--- config.mk ---
export PLATFORM = sky130hd
export DESIGN_NAME = fdmd_queue
export DESIGN_NICKNAME = d
export VERILOG_FILES = /design/src/hw/rtl/fdmd_pkg.sv /design/src/hw/rtl/fdmd_queue.sv
export SDC_FILE = /design/constraint.sdc
export NUM_CORES = 1
export LEC_CHECK = 0
export BUFFER_PORTS_ARGS = -buffer_cell sky130_fd_sc_hd__buf_2
export CAP_MARGIN = 20
export CORE_MARGIN = 1
export CORE_UTILIZATION = 60
export CTS_CLUSTER_SIZE = 40
export DETAILED_ROUTE_END_ITERATION = 10
export GPL_TIMING_DRIVEN = 0
export PLACE_DENSITY = 0.84
export SYNTH_ARGS = -nofsm -noshare
export SYNTH_HDL_FRONTEND = slang
export SYNTH_SLANG_ARGS = --single-unit
--- constraint.sdc ---
create_clock -name clk -period 4.96 [get_ports clk]
set_clock_uncertainty 0.15 [all_clocks]
set_input_delay 0.744 -clock clk [delete_from_list [all_inputs] [get_ports clk]]
set_output_delay 0.744 -clock clk [all_outputs]
set_load 0.02 [all_outputs]
--- src/hw/rtl/fdmd_pkg.sv ---
// Shared types and constants for the frame difference motion detector.
// No dependencies; imported by every module of the block.
package fdmd_pkg;

	// Default frame store depth (pixels)
	localparam int MAX_PIXELS_DEF = 131072;

	// Field widths
	localparam int PIX_W  = 8;
	localparam int SUM_W  = 25;
	localparam int FPX_W  = 18;
	localparam int THR_W  = 8;
	localparam int CIDX_W = 2;

	// Saturation value of the running sum
	localparam logic [SUM_W-1:0] SUM_MAX = {SUM_W{1'b1}};

	// Register reset values
	localparam logic [FPX_W-1:0] FRAME_PIXELS_RST = FPX_W'(76800);
	localparam logic [THR_W-1:0] THRESHOLD_RST    = THR_W'(10);

	// Decoupling queue between front and back
	localparam int QDEPTH = 4;
	localparam int QPW    = $clog2(QDEPTH);
	localparam int QCW    = $clog2(QDEPTH + 1);

	// Register indexes
	typedef enum logic [CIDX_W-1:0] {
		CFG_FRAME_PIXELS = 2'd0,
		CFG_THRESHOLD    = 2'd1
	} cfg_idx_t;

	// One classified pixel handed from front to back
	typedef struct packed {
		logic [PIX_W-1:0] pixel;
		logic [PIX_W-1:0] old_pixel;
		logic             last;
	} entry_t;

endpackage

--- src/hw/rtl/fdmd_queue.sv ---
// Short queue that decouples the front end from the accumulator.
// Depends on fdmd_pkg.
module fdmd_queue (
	input  logic                     clk,
	input  logic                     arst_n,
	input  logic                     push,
	input  fdmd_pkg::entry_t         push_entry,
	input  logic                     pop,
	output logic                     q_valid,
	output fdmd_pkg::entry_t         q_entry,
	output logic [fdmd_pkg::QCW-1:0] q_count
);
	import fdmd_pkg::*;

	entry_t         slot_q [QDEPTH];
	logic [QPW-1:0] wr_ptr_q;
	logic [QPW-1:0] rd_ptr_q;
	logic [QCW-1:0] count_q;

	// Storage
	always_ff @(posedge clk) begin
		if (push) begin
			slot_q[wr_ptr_q] <= push_entry;
		end
	end

	// Pointers and occupancy
	always_ff @(posedge clk or negedge arst_n) begin
		if (!arst_n) begin
			wr_ptr_q <= '0;
			rd_ptr_q <= '0;
			count_q  <= '0;
		end else begin
			if (push) begin
				wr_ptr_q <= (wr_ptr_q == QPW'(QDEPTH - 1)) ? '0 : wr_ptr_q + QPW'(1);
			end
			if (pop) begin
				rd_ptr_q <= (rd_ptr_q == QPW'(QDEPTH - 1)) ? '0 : rd_ptr_q + QPW'(1);
			end
			case ({push, pop})
				2'b10:   count_q <= count_q + QCW'(1);
				2'b01:   count_q <= count_q - QCW'(1);
				default: count_q <= count_q;
			endcase
		end
	end

	assign q_valid = count_q != '0;
	assign q_entry = slot_q[rd_ptr_q];
	assign q_count = count_q;

`ifndef SYNTHESIS
	a_no_overflow: assert property (@(posedge clk) disable iff (!arst_n)
		(count_q == QCW'(QDEPTH)) |-> !push)
		else $error("push into full queue");
	a_no_underflow: assert property (@(posedge clk) disable iff (!arst_n)
		pop |-> (count_q != '0))
		else $error("pop from empty queue");
	a_full_ptrs: assert property (@(posedge clk) disable iff (!arst_n)
		(count_q == QCW'(QDEPTH)) |-> (wr_ptr_q == rd_ptr_q))
		else $error("queue pointers disagree with count");
`endif

endmodule

# Word-level counts from Yosys, hierarchy flattened
# Memories as Yosys holds them, arrays and structs flattened.
# Cells that the tools add are included.
word_totals:
  word_cells: 19
  n_memories: 1
  latch_bits: 0
  output_inout_bits: 21
  ram_bits: 68
  ff_bits: 7
  in_bits: 21
  rom_bits: 0
memory_table:
  columns: ["name", "depth", "width", "rd", "rd_clocked_by_memory_dff", "write_ports", "line", "source"]
  rows:
  - ["slot_q", 4, 17, 1, 0, 1, "fdmd_queue.sv:15", "entry_t slot_q [QDEPTH];"]
op_classes:
  bitwise_logic: 0
  magnitude_cmp: 0
  addsub: 4
  n_reduce_logical: 2
  shifts: 0
  mul: 0
  eq_ne: 4
  n_mux: 5
  div_mod_pow: 0
ops:
  columns: ["cell", "count"]
  rows:
  - ["$eq A2 B2 Y1 const B", 3]
  - ["$pmux W3 S2", 1]
  - ["$add A2 B1 Y2 const B", 2]
  - ["$mux W2", 2]
  - ["$add A3 B1 Y3 const B", 1]
  - ["$reduce_bool A3 Y1", 1]
  - ["$sub A3 B1 Y3 const B", 1]
  - ["$eq A2 B1 Y1 const B", 1]
  - ["$mux W1", 2]
  - ["$reduce_bool A2 Y1", 1]

# Longest topological paths before layout
depth:
  word_depth: 2
  depth_mapped: 7
  ltp_nobuf: 7

# Worst setup path after synthesis
# No wires, ideal clock.
synth_path:
  path_type: "register -> output"
  start: "reg rd_ptr_q[0]"
  end: "out q_entry[10] (netlist bit)"
  arrival_ns: 1.203
  slack_ns: 2.863
  required_ns: 4.066
  n_path_buf: 2
  path_stages_with_launch: 4
  path_cell_list: "dfrtp_1 buf_6 buf_12 mux4_2"
synth_lines:
  columns: ["element", "line", "source"]
  rows:
  - ["from (decl)", "fdmd_queue.sv:17", "logic [QPW-1:0] rd_ptr_q;"]
  - ["from (signal assigned)", "fdmd_queue.sv:38", "rd_ptr_q <= (rd_ptr_q == QPW'(QDEPTH - 1)) ? '0 : rd_ptr_q + QPW'(1);"]
  - ["to (decl)", "fdmd_queue.sv:10", "output fdmd_pkg::entry_t q_entry,"]

==> run metrics <==
global-route wire length before repair=7650 um; Crit Path Category=reg -> out; nets@finish=207; number of global-route vias before repair=1467; portion of netlist area occupied by mux cells=15.1%; synth warn=0; WL per Instance=19.8 um; Synth Register Bits=75; residual antenna-violating net count after detailed routing=0; hold_buf cts=0; first drt pass iteration count=4; drc violations=0; data arrival time of the worst path=1.75 ns; r2r setup slk=3.07 ns; Boundary Pins=42; share of the synthesized area in the top cell type=70.2%; number of standard cells after synthesis=127; timing endpoint of the critical path=q_entry[10]; Tot GR Track Use=21.8%; Crit Reg-Reg Startpoint=wr_ptr_q[0]$_DFFE_PN0P_; compound-cell area share of the yosys netlist=0.516%; Cell Area, Synth=0.00291 mm2; worst min-delay path class=in -> async; count of port buffers added during placement=41; CP max FO=10; highest-count cells in the layout ignoring fill and taps=sky130_fd_sc_hd__edfxtp_1 (68), sky130_fd_sc_hd__buf_2 (43), sky130_fd_sc_hd__clkbuf_8 (10), sky130_fd_sc_hd__mux4_1 (9), sky130_fd_sc_hd__mux4_2 (8); area fraction in and, or, nand and nor cells after synthesis=1.81%; number of cell rows=24; cell type of the slowest stage on the worst timing path=sky130_fd_sc_hd__dfrtp_1; maximum clock frequency=378 MHz; number of pins with negative max-slew slack in the final report=0; GRT Residual Overflow=0; RSZ-0062 raised after global routing=no; final setup vio count=0; Synth Area per Inst=22.9 um2; # clock sinks=75; pwr dens=572 mW/mm2; leading cell types by total area after synthesis=sky130_fd_sc_hd__edfxtp_1 (70%), sky130_fd_sc_hd__mux4_1 (8.1%), sky130_fd_sc_hd__mux4_2 (6.2%); CTS clk-pin slew, worst paths=0.07 ns; Net Count, Synth=155; share of post-route cells with drive strength above 1=38.0%; antenna violations before repair=0; HPWL reported at the end of detailed placement=3020 um; post-CTS setup buffer count=0; Layout fillers=266; Max Root-Sink Buffers=2; Slew Limit Headroom=40.8%; Clock Root Buffer=sky130_fd_sc_hd__clkbuf_8; launch point of the critical path=rd_ptr_q[1]$_DFFE_PN0P_; number of DRC violations after detailed-routing iteration 0=66; wire length reported by the detailed router=4670 um; sequential element share of the synthesized area=76.2%; dominant register cell in the synthesized netlist=sky130_fd_sc_hd__edfxtp_1; cell depth of the worst flop-to-flop path=3; total negative slack=0 ns; most common library cell in the layout ignoring fill and taps=sky130_fd_sc_hd__edfxtp_1; detailed-route vias per instance=5.76; cells along the critical path=buf_2 > buf_2 > mux4_2 > buf_2; Floorplan Core Area=0.00450 mm2; number of buffers created by CTS=9; worst supply voltage drop on vdd=0.423 mV; global placement routability congestion=0.647; number of hold violations in the final report=0; outcome=completed; area growth from synthesis to layout=15.1%; Final Total Pwr=1.92 mW; detailed-route via count=1359; min cycle time layout=2.65 ns; endpoint kind of the worst setup timing path=output port; Critical Path Start Type=flip-flop; share of synthesized flip-flops with an asynchronous set or reset=9.33%; transition time at the pin with the least slew margin=0.887 ns; arithmetic-cell share of the synthesized area counting full adders, half adders and majority gates=3.27%; Max H-tree Level=3; critical path required time=4.07 ns; standby leakage power=1.25 nW; source-to-sink clock delay at the later pin of the worst-skew pair=0.35 ns; largest incremental delay on the critical path=0.35 ns; post-route clock period utilization=53.4%; unique cell type count in the Yosys netlist=18; number of antenna repair diodes=0; Crit Reg-Reg Endpoint=slot_q[0][3]$_DFFE_PP_; cts repair resizes=0; number of max-cap violations=0; x dimension of the die=71.6 um; dominant combinational cell family by area after synthesis=multiplexers; maximum number of pins on one net before global-route repair=18; number of enable flip-flop cells after synthesis=68; die area=0.00513 mm2; CP dominant cell by count=sky130_fd_sc_hd__buf_2; clock tree from TritonCTS=yes; starting density of the core=64.6%; parity-gate share of the synthesized area counting xor and xnor cells=0.903%; height of the chip=71.6 um; largest area contributor in the netlist=sky130_fd_sc_hd__edfxtp_1
flip-flops by register name, indices dropped and copies added (netlist names):
name,flops
q_count,3
slot_q,68
rd_ptr_q,2
wr_ptr_q,2
routing by layer:
layer | GRT usage [%] | up-vias | routed length (um)
li1 | - | 626 | -
met1 | 27.1 | 683 | 1920
met2 | 34.6 | 37 | 2430
met3 | 6.61 | 13 | 193
met4 | 12.2 | 0 | 133
met5 | 0 | - | 0
how the worst min path moves through the flow:
stage,end,from,depth (start not counted)
after floorplan,q_count[0]$_DFFE_PN0P_,arst_n,0
after CTS,wr_ptr_q[0]$_DFFE_PN0P_,arst_n,1
after global routing,wr_ptr_q[0]$_DFFE_PN0P_,arst_n,1
after detailed placement,q_count[2]$_DFFE_PN0P_,q_count[2]$_DFFE_PN0P_,1
final,q_count[0]$_DFFE_PN0P_,arst_n,1
after global placement,q_count[2]$_DFFE_PN0P_,q_count[2]$_DFFE_PN0P_,1
cells in the mapped netlist (2+ instances only):
| cell | number |
|---|---|
| sky130_fd_sc_hd__nand2_1 | 2 |
| sky130_fd_sc_hd__inv_1 | 6 |
| sky130_fd_sc_hd__mux4_2 | 8 |
| sky130_fd_sc_hd__mux2_2 | 2 |
| sky130_fd_sc_hd__buf_2 | 2 |
| sky130_fd_sc_hd__ha_1 | 6 |
| sky130_fd_sc_hd__nor2_1 | 2 |
| sky130_fd_sc_hd__dfrtp_1 | 7 |
| sky130_fd_sc_hd__or3_1 | 2 |
| sky130_fd_sc_hd__o21ai_0 | 3 |
| sky130_fd_sc_hd__and2_1 | 4 |
| sky130_fd_sc_hd__mux4_1 | 9 |
| sky130_fd_sc_hd__xor2_1 | 2 |
| sky130_fd_sc_hd__edfxtp_1 | 68 |
worst max-delay path: cells and delay by family, from the launching register on:
kind / cells / cell delay [ns]
DFF: 1 / 0.35
muxes: 1 / 0.35
buffers and inverters: 3 / 0.71
metrics by stage:
step                      util [%]  worst slack (ns)  hold slack (ns)  instance area (um2)  cells
after detailed placement      70.6              2.65            0.350                 3180    220
after global placement        70.6              2.68            0.316                 3180    220
after CTS                     74.4              2.29           0.0603                 3350    236
after global routing          74.4              2.21           0.0579                 3350    236
after floorplan                  -              2.86            0.298                 2910    127
final                         74.4              2.31           0.0667                 3350    236
report_power, final:
part           leakage [nW]  switching [mW]  total [mW]  internal (mW)
logic                 0.453           0.371       0.647          0.276
registers             0.708          0.0430       0.864          0.821
clock network        0.0928           0.213       0.406          0.193
total                  1.25           0.627        1.92           1.29
cells by family after synthesis:
family | count (synthesis)
adders and majority gates | 7
xor gates and xnor gates | 3
AOI/OAI and AO/OA | 3
and+or+nand+nor | 10
DFF | 75
muxes | 19
buffers and inverters | 10
area by class of cell:
type	instances	area (um2)	area share (%)
tap	52	65.1	1.94
buffer	4	41.3	1.23
multi-input combinational	42	628	18.8
clock buffer	11	141	4.22
clock inverter	5	28.8	0.859
inverter	6	22.5	0.672
timing repair buffer	41	205	6.13
sequential	75	2220	66.2
Note: power is estimated with default switching activity, not from simulation.
